[src/dq_pkg.sv]
// Shared types and constants for the double-ended queue.
`default_nettype none

package dq_pkg;

    localparam int DQ_DEPTH   = 16;
    localparam int WORD_W     = 32;
    localparam int CAP_W      = 5;
    localparam int CMDQ_DEPTH = 2;

    localparam logic [CAP_W-1:0] CAP_RESET = CAP_W'(16);

    localparam logic [1:0] ACT_PUSH_REAR  = 2'd0;
    localparam logic [1:0] ACT_PUSH_FRONT = 2'd1;
    localparam logic [1:0] ACT_POP_FRONT  = 2'd2;
    localparam logic [1:0] ACT_POP_REAR   = 2'd3;

    typedef enum logic [1:0] {
        ST_DONE      = 2'd0,
        ST_OVERFLOW  = 2'd1,
        ST_UNDERFLOW = 2'd2
    } t_status;

    typedef struct packed {
        logic              is_pop;
        logic              at_front;
        logic [WORD_W-1:0] value;
    } t_cmd;

endpackage

`default_nettype wire

[src/dq_ram.sv]
// Generic single-write, single-read RAM with registered read data.
`default_nettype none

module dq_ram #(
    parameter int WIDTH = 32,
    parameter int DEPTH = 16
) (
    input  wire logic                     i_clk,
    input  wire logic                     i_we,
    input  wire logic [$clog2(DEPTH)-1:0] i_waddr,
    input  wire logic [WIDTH-1:0]         i_wdata,
    input  wire logic                     i_re,
    input  wire logic [$clog2(DEPTH)-1:0] i_raddr,
    output logic      [WIDTH-1:0]         o_rdata
);

    logic [WIDTH-1:0] r_mem [DEPTH];

    always_ff @(posedge i_clk) begin
        if (i_we) begin
            r_mem[i_waddr] <= i_wdata;
        end
        if (i_re) begin
            o_rdata <= r_mem[i_raddr];
        end
    end

endmodule

`default_nettype wire

[src/dq_front.sv]
// Front end: takes one transfer, decodes the action and holds the command for the queue.
`default_nettype none

module dq_front (
    input  wire logic                        i_clk,
    input  wire logic                        i_rst_n,
    input  wire logic                        start,
    output logic                             busy,
    input  wire logic [1:0]                  i_action,
    input  wire logic [dq_pkg::WORD_W-1:0]   i_push_value,
    input  wire logic                        i_q_full,
    output logic                             o_q_push,
    output dq_pkg::t_cmd                     o_cmd
);
    import dq_pkg::*;

    logic r_valid;
    t_cmd r_cmd;
    logic accept;
    t_cmd dec_cmd;

    always_comb begin
        dec_cmd          = '0;
        dec_cmd.value    = i_push_value;
        unique case (i_action)
            ACT_PUSH_REAR:  begin dec_cmd.is_pop = 1'b0; dec_cmd.at_front = 1'b0; end
            ACT_PUSH_FRONT: begin dec_cmd.is_pop = 1'b0; dec_cmd.at_front = 1'b1; end
            ACT_POP_FRONT:  begin dec_cmd.is_pop = 1'b1; dec_cmd.at_front = 1'b1; end
            ACT_POP_REAR:   begin dec_cmd.is_pop = 1'b1; dec_cmd.at_front = 1'b0; end
            default:        dec_cmd = '0;
        endcase
    end

    // stall only when the held command cannot move on this cycle
    assign busy     = r_valid && i_q_full;
    assign accept   = start && !busy;
    assign o_q_push = r_valid && !i_q_full;
    assign o_cmd    = r_cmd;

    always_ff @(posedge i_clk) begin
        if (!i_rst_n) begin
            r_valid <= 1'b0;
        end else if (accept) begin
            r_valid <= 1'b1;
        end else if (o_q_push) begin
            r_valid <= 1'b0;
        end
        if (accept) begin
            r_cmd <= dec_cmd;
        end
    end

endmodule

`default_nettype wire

[src/dq_cmdq.sv]
// Short command queue between the front end and the execution back end.
`default_nettype none

module dq_cmdq (
    input  wire logic          i_clk,
    input  wire logic          i_rst_n,
    input  wire logic          i_push,
    input  wire dq_pkg::t_cmd  i_cmd,
    output logic               o_full,
    output logic               o_avail,
    input  wire logic          i_take,
    output dq_pkg::t_cmd       o_cmd
);
    import dq_pkg::*;

    localparam int QPTR_W = $clog2(CMDQ_DEPTH);
    localparam int QCNT_W = $clog2(CMDQ_DEPTH + 1);

    t_cmd              r_slot [CMDQ_DEPTH];
    logic [QPTR_W-1:0] r_wp;
    logic [QPTR_W-1:0] r_rp;
    logic [QCNT_W-1:0] r_cnt;
    logic              do_push;
    logic              do_take;

    assign o_full  = (r_cnt == QCNT_W'(CMDQ_DEPTH));
    assign o_avail = (r_cnt != '0);
    assign o_cmd   = r_slot[r_rp];
    assign do_push = i_push && !o_full;
    assign do_take = i_take && o_avail;

    always_ff @(posedge i_clk) begin
        if (!i_rst_n) begin
            r_wp  <= '0;
            r_rp  <= '0;
            r_cnt <= '0;
        end else begin
            if (do_push) begin
                r_wp <= (r_wp == QPTR_W'(CMDQ_DEPTH - 1)) ? '0 : r_wp + 1'b1;
            end
            if (do_take) begin
                r_rp <= (r_rp == QPTR_W'(CMDQ_DEPTH - 1)) ? '0 : r_rp + 1'b1;
            end
            if (do_push && !do_take) begin
                r_cnt <= r_cnt + 1'b1;
            end else if (do_take && !do_push) begin
                r_cnt <= r_cnt - 1'b1;
            end
        end
        if (do_push) begin
            r_slot[r_wp] <= i_cmd;
        end
    end

endmodule

`default_nettype wire

[src/dq_back.sv]
// Back end: executes queued commands on the ring store and produces the result.
`default_nettype none

module dq_back #(
    parameter int DEPTH = dq_pkg::DQ_DEPTH
) (
    input  wire logic                        i_clk,
    input  wire logic                        i_rst_n,
    input  wire logic [dq_pkg::CAP_W-1:0]    i_capacity,
    input  wire logic                        i_cmd_avail,
    input  wire dq_pkg::t_cmd                i_cmd,
    output logic                             o_cmd_take,
    output logic                             o_done,
    output logic [dq_pkg::WORD_W-1:0]        o_pop_value,
    output logic [1:0]                       o_status,
    output logic                             o_now_empty,
    output logic                             o_now_full
);
    import dq_pkg::*;

    localparam int PTR_W = $clog2(DEPTH);
    localparam int CNT_W = $clog2(DEPTH + 1);
    localparam int CW    = (CNT_W > CAP_W) ? CNT_W : CAP_W;
    localparam int SUM_W = CNT_W + 1;

    typedef enum logic {S_IDLE, S_READ} t_state;

    t_state            r_state, n_state;
    logic [PTR_W-1:0]  r_head, n_head;
    logic [CNT_W-1:0]  r_count, n_count;
    logic              r_done, n_done;
    logic [WORD_W-1:0] r_pop_value, n_pop_value;
    t_status           r_status, n_status;
    logic              r_empty, r_full;

    logic [CW-1:0]     cap_ext;
    logic [CNT_W-1:0]  eff_cap;
    logic [SUM_W-1:0]  tail_sum, last_sum;
    logic [PTR_W-1:0]  tail_idx, last_idx, head_dec, head_inc;
    logic              full_now;

    logic              ram_we, ram_re;
    logic [PTR_W-1:0]  ram_waddr, ram_raddr;
    logic [WORD_W-1:0] ram_rdata;

    // clamp capacity into 1..DEPTH
    always_comb begin
        cap_ext = CW'(i_capacity);
        if (cap_ext == '0) begin
            eff_cap = CNT_W'(1);
        end else if (cap_ext > CW'(DEPTH)) begin
            eff_cap = CNT_W'(DEPTH);
        end else begin
            eff_cap = CNT_W'(cap_ext);
        end
    end

    // ring arithmetic: the sums stay below twice DEPTH
    always_comb begin
        tail_sum = SUM_W'(r_head) + SUM_W'(r_count);
        last_sum = tail_sum - 1'b1;
        tail_idx = (tail_sum >= SUM_W'(DEPTH)) ? PTR_W'(tail_sum - SUM_W'(DEPTH))
                                               : PTR_W'(tail_sum);
        last_idx = (last_sum >= SUM_W'(DEPTH)) ? PTR_W'(last_sum - SUM_W'(DEPTH))
                                               : PTR_W'(last_sum);
        head_dec = (r_head == '0) ? PTR_W'(DEPTH - 1) : r_head - 1'b1;
        head_inc = (r_head == PTR_W'(DEPTH - 1)) ? '0 : r_head + 1'b1;
    end

    assign full_now = (r_count >= eff_cap);

    always_comb begin
        n_state     = r_state;
        n_head      = r_head;
        n_count     = r_count;
        n_done      = 1'b0;
        n_pop_value = r_pop_value;
        n_status    = r_status;
        o_cmd_take  = 1'b0;
        ram_we      = 1'b0;
        ram_re      = 1'b0;
        ram_waddr   = tail_idx;
        ram_raddr   = r_head;
        unique case (r_state)
            S_IDLE: begin
                if (i_cmd_avail) begin
                    o_cmd_take = 1'b1;
                    if (!i_cmd.is_pop) begin
                        n_done      = 1'b1;
                        n_pop_value = '0;
                        if (full_now) begin
                            n_status = ST_OVERFLOW;
                        end else begin
                            n_status = ST_DONE;
                            ram_we   = 1'b1;
                            n_count  = r_count + 1'b1;
                            if (i_cmd.at_front) begin
                                n_head    = head_dec;
                                ram_waddr = head_dec;
                            end
                        end
                    end else if (r_count == '0) begin
                        n_done      = 1'b1;
                        n_pop_value = '1;
                        n_status    = ST_UNDERFLOW;
                    end else begin
                        // result leaves once the RAM read returns
                        ram_re   = 1'b1;
                        n_status = ST_DONE;
                        n_count  = r_count - 1'b1;
                        n_state  = S_READ;
                        if (i_cmd.at_front) begin
                            n_head = head_inc;
                        end else begin
                            ram_raddr = last_idx;
                        end
                    end
                end
            end
            S_READ: begin
                n_done      = 1'b1;
                n_pop_value = ram_rdata;
                n_state     = S_IDLE;
            end
            default: n_state = S_IDLE;
        endcase
    end

    always_ff @(posedge i_clk) begin
        if (!i_rst_n) begin
            r_state <= S_IDLE;
            r_head  <= '0;
            r_count <= '0;
            r_done  <= 1'b0;
        end else begin
            r_state <= n_state;
            r_head  <= n_head;
            r_count <= n_count;
            r_done  <= n_done;
        end
        r_pop_value <= n_pop_value;
        r_status    <= n_status;
        r_empty     <= (n_count == '0);
        r_full      <= (n_count >= eff_cap);
    end

    dq_ram #(
        .WIDTH (WORD_W),
        .DEPTH (DEPTH)
    ) u_ram (
        .i_clk   (i_clk),
        .i_we    (ram_we),
        .i_waddr (ram_waddr),
        .i_wdata (i_cmd.value),
        .i_re    (ram_re),
        .i_raddr (ram_raddr),
        .o_rdata (ram_rdata)
    );

    assign o_done      = r_done;
    assign o_pop_value = r_pop_value;
    assign o_status    = r_status;
    assign o_now_empty = r_empty;
    assign o_now_full  = r_full;

endmodule

`default_nettype wire

[src/double_ended_queue.sv]
// A push or a refused action reaches o_done through the front register, command queue
// and back-end result register; a live pop also passes the back-end RAM read.
// Throughput: one push per cycle unless busy; a pop holds the back end for its RAM read.
// The two-entry command queue absorbs pops, so busy rises only when it and the front fill.
// Results are a one-cycle strobe; the receiver cannot stall.
// Synchronous active-low reset empties the queue, clears the head and sets capacity to 16.
`default_nettype none

module double_ended_queue #(
    parameter int DEPTH = dq_pkg::DQ_DEPTH
) (
    input  wire logic                        i_clk,
    input  wire logic                        i_rst_n,
    input  wire logic                        i_cfg_we,
    input  wire logic [dq_pkg::CAP_W-1:0]    i_cfg_wdata,
    input  wire logic                        start,
    output logic                             busy,
    input  wire logic [1:0]                  i_action,
    input  wire logic signed [dq_pkg::WORD_W-1:0] i_push_value,
    output logic                             o_done,
    output logic signed [dq_pkg::WORD_W-1:0] o_pop_value,
    output logic [1:0]                       o_status,
    output logic                             o_now_empty,
    output logic                             o_now_full
);
    import dq_pkg::*;

    logic [CAP_W-1:0]  r_capacity;
    logic              q_full, q_push, q_avail, q_take;
    t_cmd              front_cmd, back_cmd;
    logic [WORD_W-1:0] pop_bits;

    always_ff @(posedge i_clk) begin
        if (!i_rst_n) begin
            r_capacity <= CAP_RESET;
        end else if (i_cfg_we) begin
            r_capacity <= i_cfg_wdata;
        end
    end

    dq_front u_front (
        .i_clk        (i_clk),
        .i_rst_n      (i_rst_n),
        .start        (start),
        .busy         (busy),
        .i_action     (i_action),
        .i_push_value (i_push_value),
        .i_q_full     (q_full),
        .o_q_push     (q_push),
        .o_cmd        (front_cmd)
    );

    dq_cmdq u_cmdq (
        .i_clk   (i_clk),
        .i_rst_n (i_rst_n),
        .i_push  (q_push),
        .i_cmd   (front_cmd),
        .o_full  (q_full),
        .o_avail (q_avail),
        .i_take  (q_take),
        .o_cmd   (back_cmd)
    );

    dq_back #(
        .DEPTH (DEPTH)
    ) u_back (
        .i_clk       (i_clk),
        .i_rst_n     (i_rst_n),
        .i_capacity  (r_capacity),
        .i_cmd_avail (q_avail),
        .i_cmd       (back_cmd),
        .o_cmd_take  (q_take),
        .o_done      (o_done),
        .o_pop_value (pop_bits),
        .o_status    (o_status),
        .o_now_empty (o_now_empty),
        .o_now_full  (o_now_full)
    );

    assign o_pop_value = signed'(pop_bits);

endmodule

`default_nettype wire

[config.mk]
export PLATFORM = sky130hd
export DESIGN_NAME = double_ended_queue
export DESIGN_NICKNAME = d
export VERILOG_FILES = /design/src/dq_pkg.sv /design/src/dq_ram.sv /design/src/dq_front.sv /design/src/dq_cmdq.sv /design/src/dq_back.sv /design/src/double_ended_queue.sv
export SDC_FILE = /design/constraint.sdc
export NUM_CORES = 1
export LEC_CHECK = 0
export ABC_AREA = 1
export BUFFER_PORTS_ARGS = -buffer_cell sky130_fd_sc_hd__buf_2
export CORE_MARGIN = 5
export CORE_UTILIZATION = 50
export CTS_CLUSTER_DIAMETER = 150
export DETAILED_ROUTE_END_ITERATION = 12
export PLACE_DENSITY = 0.72
export SETUP_SLACK_MARGIN = 0.2
export SYNTH_ARGS = -nofsm -noshare
export SYNTH_HDL_FRONTEND = slang
export SYNTH_SLANG_ARGS = --single-unit
[constraint.sdc]
create_clock -name i_clk -period 5.6 [get_ports i_clk]
set_input_delay 0.56 -clock i_clk [delete_from_list [all_inputs] [get_ports i_clk]]
set_output_delay 0.56 -clock i_clk [all_outputs]
set_load 0.01 [all_outputs]
# Yosys cells after proc, flatten, opt, wreduce, memory -nomap -nowiden
# Memories as Yosys holds them, arrays and structs flattened. A register that Yosys moved wholly into a read port is not among the register bits.
# Cells that the tools add are included.
# classes
n_reduce_logical	22
n_bitwise	1
magnitude_cmp	5
n_addsub	12
muxes	61
n_eq_ne	9
# ops
op	count
$mux W32	3
$mux W4	19
$pmux W32 S2	1
$mux W5	7
$mux W1	24
$logic_not A5 Y1	3
$ge A6 B5 Y1 const B	2
$sub A4 B1 Y4 const B	3
$ge A5 B5 Y1	2
$mux W2	4
$pmux W2 S4	1
$logic_and A1 B1 Y1	7
$add A4 B5 Y6	1
$eq A2 B2 Y1 const B	3
$reduce_bool A2 Y1	3
$sub A6 B1 Y6 const B	1
$add A5 B1 Y5 const B	1
$gt A5 B5 Y1 const B	1
$reduce_and A5 Y1	1
$sub A5 B1 Y5 const B	1
$add A4 B1 Y4 const B	1
$eq A4 B4 Y1 const B	1
$logic_not A1 Y1	4
$logic_not A4 Y1	1
11 further kinds	15
# word_totals
mem_bits_rw	580
inputBits	43
word_cells	128
mem_count	2
reg_bits	91
# mem_list
name	depth	width	rd	rd_ports_with_merged_regs	wr	line	text
u_back.u_ram.r_mem	16	32	1	1	1	dq_ram.sv:17	logic [WIDTH-1:0] r_mem [DEPTH];
u_cmdq.r_slot	2	34	1	1	1	dq_cmdq.sv:19	t_cmd r_slot [CMDQ_DEPTH];

# Depth between registers and ports, before layout
# Gate-level depths: netlist (run 1).
# logic_depth
depth_word	10
ltp_mapped	18

# Cells and area by module
# A second synthesis (run 1) with hierarchy kept.
# hier_totals
hier_cells	2671
area_unflattened_um2	30012.5
# modules_own_cells
module	instances	area_each_um2	cells_per_inst	seq_area_each_um2
dq_ram	1	23050.9	2120	16335.7
dq_cmdq	1	2854.0	143	2142.1
dq_back	1	2777.7	330	1281.2
dq_front	1	1117.3	48	1041.0
double_ended_queue	1	212.7	30	100.1

# Worst setup path after synthesis (run 1)
# OpenSTA, ideal clock, no wires.
# synth_timing
kind	register to register
from	reg r_capacity[0]
to	mem u_back.u_ram.r_mem[5][0] (enable)
required_time_ns	5.179
path_slack_ns	1.788
path_stages_with_launch	14
path_buffers	0
period_less_slack_ns	3.812
t_arrival_ns	3.391
cell_sequence	dfxtp_1 nor2_1 nand2_1 o21ai_0 ha_1 inv_1 a21boi_0 o21bai_1 nand3_1 nor2_2 o21ai_0 o21ai_0 nand2_1 nor2_1
# synth_between
elab_chain_len	10
word_cells_on_any_way	15
cone_classes	2 x order compare; 12 x mux; 1 x reduce/logical
# synth_rtl
item	line	text
start: declaration	double_ended_queue.sv:28	logic [CAP_W-1:0] r_capacity;
start signal: assignment	double_ended_queue.sv:37	r_capacity <= i_cfg_wdata;
$gt A5 B5 Y1	dq_back.sv:51	end else if (cap_ext > CW'(DEPTH)) begin
$mux W5	dq_back.sv:51	
$mux W5 (*)	dq_back.sv:49	if (cap_ext == '0) begin
$ge A5 B5 Y1 (*)	dq_back.sv:70	assign full_now = (r_count >= eff_cap);
$mux W1	dq_back.sv:91	if (full_now) begin
$mux W1	dq_back.sv:88	if (!i_cmd.is_pop) begin
$mux W1	dq_back.sv:86	if (i_cmd_avail) begin
$mux W1	dq_back.sv:84	unique case (r_state)
$mux W1	dq_ram.sv:20	if (i_we) begin
$mux W1 (not written as such)	dq_ram.sv:21	r_mem[i_waddr] <= i_wdata;
end: declaration	dq_ram.sv:17	
# Mark *: on every way between the ends. The rest lies on a longest branch, timed or not.

==> metrics.txt, run 1 <==
initial antenna violation count 0; Via density 5.361; post-layout util 56.71%; die area 65050 sq um; Sw Pwr 7.288 mW; Yosys warning count 0; Placed Area 31290 sq um; largest net degree at the start of global routing 129; CP Buf/Inv Count 3; Max Cap Violations 0; met2 Use GR 37.13%; Final Slew Violations 0; CTS-repair resized insts 0; Top Family by Delay on Critical Path simple AND/OR/NAND/NOR gates; routed vias 19681; initial DRC count 2208; design area 33590 sq um; status finished clean; share of cells above drive strength 1 8.834%; dpl ws 1.012 ns; CTS root buffer clkbuf_16; final hold vios 0; RSZ-0062 raised after global routing no; antenna cell count 0; Hold WS 0.1249 ns; Routed WL 70440 um; Post-Syn Area 30030 sq um; clock slew at reported path FFs 0.06 ns; VDD IR max 0.4879 mV; Worst Setup End Kind flop; # Post-CTS Setup Buffers 0; Synth Area per Inst 10.80 sq um; grt met1 use 28.19%; worst rel slew slack 10.18%; Area Growth Syn to Fin 11.88%; worst setup path class flop to flop; first-pass GRT wire length 109900 um; Final WS setup 1.085 ns; Total GRT Usage 21.80%; DR WL/cell 19.19 um; Area contributors post-synth edfxtp_1 68%, nand3_1 9.0%, nand2_1 8.7%; number of cells on the critical path 11; Seq/Total Area, Yosys 69.61%; Worst R2R Path Depth 11; Tcrit/Tclk final 80.62%; ANT nets after route 0; most used routing layer met2; synth cell count leaders 693 x nand2_1, 680 x edfxtp_1, 563 x inv_1; H-Tree Depth 3; Yosys top cell area share 68.01%; GP Congestion 0.8406; Post-synth EDFFs 680; Die W 255.1 um; Pre-antenna DRT Iters 8; row cnt 89; internal power 11.76 mW; Post-Synthesis Net Count 2848; WHS Path Cells 1; Gate Count Post-Synth 2781; Yosys top cell by area edfxtp_1; Arrival @ worst endpoint 4.72 ns; Initial Utilization 50.68%; # hold bufs at CTS 0; count leader, synth nand2_1; clock power share 24.7%; worst-skew pair later-pin latency 0.62 ns; crit path time final 4.515 ns; switching share of power 38.27%; vias in the first global route 19720; FMAX 0.2215 GHz; setup TNS 0 ns; Worst-Margin Slew 1.344 ns; clk_skew 0.01649 ns; required time worst endpoint 5.81 ns; Pleak 14.20 nW; pwr/cell area 566.9 nW/um^2; slowest cell on the critical path nor2_4; core area 59240 sq um; peak fanout along the critical path 35; total CTS buffers 71; FF+latch count, synth 704; Post-DP HPWL 38820 um; CTS tree yes; Cell Chain, Critical Path buf_4 -> clkinv_2 -> nand2_1 -> nand2_1 -> nor2_1 -> nand3_1 -> nor2_2 -> o21ai_0 -> inv_1 -> nand3_1 -> nor2_4; Die Y 255.1 um; IO Port Bufs 80; Comb pwr share 36.2%; Main synth FF type edfxtp_1; FILL cells 4713; Reg power frac 39.1%; slowest cell delay on critical path 1.13 ns; Clock Tree Buf Depth 3; gr ovfl total 0; Setup crit start kind flop; Final #Nets 2912; io pins 81; worst hold path class primary input to flop; GR met3 Demand/Resource 3.577%; clk sink count 704; drt drc 0; ys async rst share 0%; Final setup viols 0; Netlist cell types 33
==> cell usage in the layout (no fill, tap or decap), drive strengths merged <==
cell	Yosys	final
a211oi	1	1
nand2	697	697
a21boi	2	2
nor2	50	50
clkbuf	21	94
o21ai	34	34
nor3	3	3
bufinv	0	7
clkinvlp	0	3
fa	1	1
edfxtp	680	680
clkinv	2	22
xnor2	4	4
inv	566	568
xor2	6	6
a21oi	16	16
buf	103	115
ha	23	23
or2	4	4
dfxtp	24	24
o21bai	5	5
a21o	1	1
and2	1	1
nand3	537	537
==> layer usage <==
| metal | share of wire [%] | wire (um) |
|---|---|---|
| met4 | 3.4 | 2381 |
| met2 | 49 | 34620 |
| met3 | 8.0 | 5631 |
| met5 | 0 | 0 |
| met1 | 39 | 27800 |
==> logic make-up (layout without fill, tap and decap cells) <==
group | after synthesis | after routing | share of synthesized area (%)
flip-flops | 704 | 704 | 69.61
AND/OR/NAND/NOR | 1292 | 1292 | 18.62
AO/OA/AOI/OAI | 59 | 59 | 1.096
adder cells (fa/ha/maj) | 24 | 24 | 1.025
XOR/XNOR | 10 | 10 | 0.2917
buffers and inverters | 692 | 809 | 9.363
==> state kept, by name, summed over array words and instances (netlist names), named ones only <==
signal                count
u_cmdq.r_wp               1
u_back.u_ram.o_rdata     32
u_back.o_status           2
u_front.o_cmd            34
u_back.u_ram.r_mem      512
u_back.o_pop_value       32
u_cmdq.r_slot            68
u_back.r_head             4
u_back.r_state            1
u_front.r_valid           1
u_back.r_count            5
u_back.o_done             1
u_back.o_now_empty        1
r_capacity                5
u_cmdq.r_cnt              2
u_back.o_now_full         1
u_cmdq.r_rp               1
==> metrics by stage <==
step | std cells | total power [mW]
after floorplan | 2781 | 12.12
after global placement | 3544 | 14.15
after detailed placement | 3544 | 14.35
after CTS | 3670 | 19.06
after global routing | 3671 | 20.08
final | 3671 | 19.05
==> final timing paths <==
| path | from | end | slack (ns) |
|---|---|---|---|
| worst min register to register | u_front.o_cmd[16]$_DFFE_PP_ | u_cmdq.r_slot[0][16]$_DFFE_PP_ | 0.44 |
| worst min-delay path | i_push_value[11] | u_front.o_cmd[11]$_DFFE_PP_ | 0.12 |
| worst max register to register | flop | u_back.u_ram.r_mem[0][5]$_DFFE_PP_ | 1.09 |
| worst max-delay path | flop | u_back.u_ram.r_mem[0][5]$_DFFE_PP_ | 1.09 |
==> power by group through the flow <==
stage | combinational [mW] | sequential, mW | clock, mW
2_1_floorplan | 4.56 | 7.57 | 0
6_report | 6.89 | 7.44 | 4.71
4_1_cts | 6.85 | 7.45 | 4.75
3_3_place_gp | 6.62 | 7.54 | 0
3_5_place_dp | 6.80 | 7.56 | 0
5_1_grt | 7.60 | 7.50 | 4.97
==> area by class of cell <==
cell class	instances	area (sq um)	area share, %
clock buffer	94	1927	5.736
clock inverter	32	354.1	1.054
inverter	568	2133	6.350
multi-input combinational	1385	6541	19.47
sequential	704	20900	62.22
tap	773	967.2	2.879
timing repair buffer	115	770.7	2.294
No activity file was read; power rests on OpenSTA's default activity.
==> inputs of run 2 (changes only) <==
--- a/config.mk
+++ b/config.mk
@@ -11,7 +11,7 @@
 export CORE_UTILIZATION = 50
 export CTS_CLUSTER_DIAMETER = 150
 export DETAILED_ROUTE_END_ITERATION = 12
-export PLACE_DENSITY = 0.72
+export PLACE_DENSITY = 0.75
 export SETUP_SLACK_MARGIN = 0.2
 export SYNTH_ARGS = -nofsm -noshare
 export SYNTH_HDL_FRONTEND = slang
==> constraint.sdc (replaced) <==
create_clock -name i_clk -period 3.89 [get_ports i_clk]
set_input_delay 0.389 -clock i_clk [delete_from_list [all_inputs] [get_ports i_clk]]
set_output_delay 0.389 -clock i_clk [all_outputs]
set_load 0.01 [all_outputs]
==> run 2 against run 1 <==
Effect of this change: first-iteration DRC count rose by 2.6%; sequential power grew 44%; power rose by 47%; utilization up 1.4 points; clock skew is 0.0019 ns higher; critical path type unchanged; final cell count grew 1.9%; register-to-register slack worse by 0.70 ns.
==> metrics.txt, run 2 (synthesis results as in run 1) <==
gr ovfl total 0; Setup crit start kind flop; Comb pwr share 37.1%; CTS root buffer clkbuf_16; IO Port Bufs 80; first-pass GRT wire length 111700 um; design area 34420 sq um; clock power share 24.7%; Hold WS 0.02156 ns; Die W 255.1 um; Via density 5.330; routed vias 19934; io pins 81; Tcrit/Tclk final 90.04%; status finished clean; vias in the first global route 20031; setup TNS 0 ns; Post-DP HPWL 42510 um; antenna cell count 0; final hold vios 0; slowest cell on the critical path nor2_4; row cnt 89; number of flip-flops under the largest register name 512; DR WL/cell 19.28 um; Top Family by Delay on Critical Path simple AND/OR/NAND/NOR gates; CP dominant cell by count o21ai_0; Final setup viols 0; CTS tree yes; H-Tree Depth 3; ANT nets after route 0; clk sink count 704; VDD IR max 0.6228 mV; commonest non-fill, non-tap cell in the layout nand2_1; Max Cap Violations 0; total CTS buffers 73; clock slew at reported path FFs 0.06 ns; drt drc 0; initial antenna violation count 0; Area Growth Syn to Fin 14.63%; slowest cell delay on critical path 0.38 ns; peak fanout along the critical path 24; clk_skew 0.01838 ns; FMAX 0.2855 GHz; Arrival @ worst endpoint 3.80 ns; internal power 17.22 mW; Pre-antenna DRT Iters 5; Placed Area 31660 sq um; commonest non-fill, non-tap cells in the layout 691 x nand2_1, 680 x edfxtp_1, 563 x inv_1; Initial Utilization 50.68%; core area 59240 sq um; Routed WL 72120 um; initial DRC count 2265; worst-skew pair later-pin latency 0.62 ns; CP Buf/Inv Count 2; Pleak 14.60 nW; share of cells above drive strength 1 10.04%; pwr/cell area 814.3 nW/um^2; Clock Tree Buf Depth 3; die area 65050 sq um; worst hold path class primary input to flop; Sw Pwr 10.81 mW; Worst-Margin Slew 1.142 ns; RSZ-0062 raised after global routing yes; switching share of power 38.57%; post-layout util 58.10%; Reg power frac 38.2%; Worst Setup End Kind flop; Final Slew Violations 0; crit path time final 3.503 ns; worst rel slew slack 23.84%; largest register by flop count u_back.u_ram.r_mem; GP Congestion 0.8705; Die Y 255.1 um; required time worst endpoint 4.19 ns; largest net degree at the start of global routing 97; Cell Chain, Critical Path nor2_1 -> nand2_1 -> o21ai_0 -> ha_1 -> inv_1 -> a21boi_0 -> o21bai_1 -> nand3_1 -> nor2_2 -> o21ai_0 -> o21ai_0 -> nand2_1 -> nor2_4 -> buf_12; Final #Nets 2978; worst setup path class flop to flop; Total GRT Usage 22.25%
run 2: through the flow:
stage	cells	total power [mW]	worst slack, ns
6_report	3740	28.03	0.3874
5_1_grt	3740	29.53	0.05821
4_1_cts	3736	28.07	0.3855
3_5_place_dp	3570	21.12	0.4129
3_3_place_gp	3570	20.88	0.3926
2_1_floorplan	2781	17.45	0.07786
run 2: cell type report:
type                       instances  area (sq um)
clock buffer                      84          1911
clock inverter                    47         456.7
fill                            4666         24820
inverter                         568          2133
multi-input combinational       1385          6551
sequential                       704         20900
tap                              773         967.2
timing repair buffer             179          1498
run 2: power groups by stage:
stage / logic [mW] / registers (mW) / clock network (mW)
after global placement: 10.0 / 10.8 / 0
after CTS: 10.3 / 10.7 / 7.00
after global routing: 11.4 / 10.8 / 7.33
after detailed placement: 10.3 / 10.9 / 0
final: 10.4 / 10.7 / 6.92
after floorplan: 6.56 / 10.9 / 0
run 2: routing by layer:
layer	GRT usage (%)	vias up	routed length, um
li1	-	9307	-
met1	28.94	9530	27910
met2	37.45	913	34940
met3	4.187	184	6231
met4	8.653	0	3043
met5	0	-	0
run 2: final timing paths:
path,from,end,slack [ns],depth (start not counted)
min,i_cfg_wdata[2],r_capacity[2]$_SDFFE_PN0P_,0.02,3
max,r_capacity[1]$_SDFFE_PN0P_,u_back.u_ram.r_mem[15][11]$_DFFE_PP_,0.39,14
max reg2reg,r_capacity[1]$_SDFFE_PN0P_,u_back.u_ram.r_mem[15][11]$_DFFE_PP_,0.39,14
min reg2reg,u_front.o_cmd[30]$_DFFE_PP_,u_cmdq.r_slot[1][30]$_DFFE_PP_,0.45,0
run 2: worst min-delay path: stages:
cell,delay [ns]
buf_2,0.07
nor2_1,0.04
nor2_1,0.09
run 2: what timing repair did:
action	CTS	global route
gates resized for setup	0	3
endpoints found under the hold margin	35	0
buffers inserted	0	4
hold buffers	35	0
setup endpoints to repair	0	182
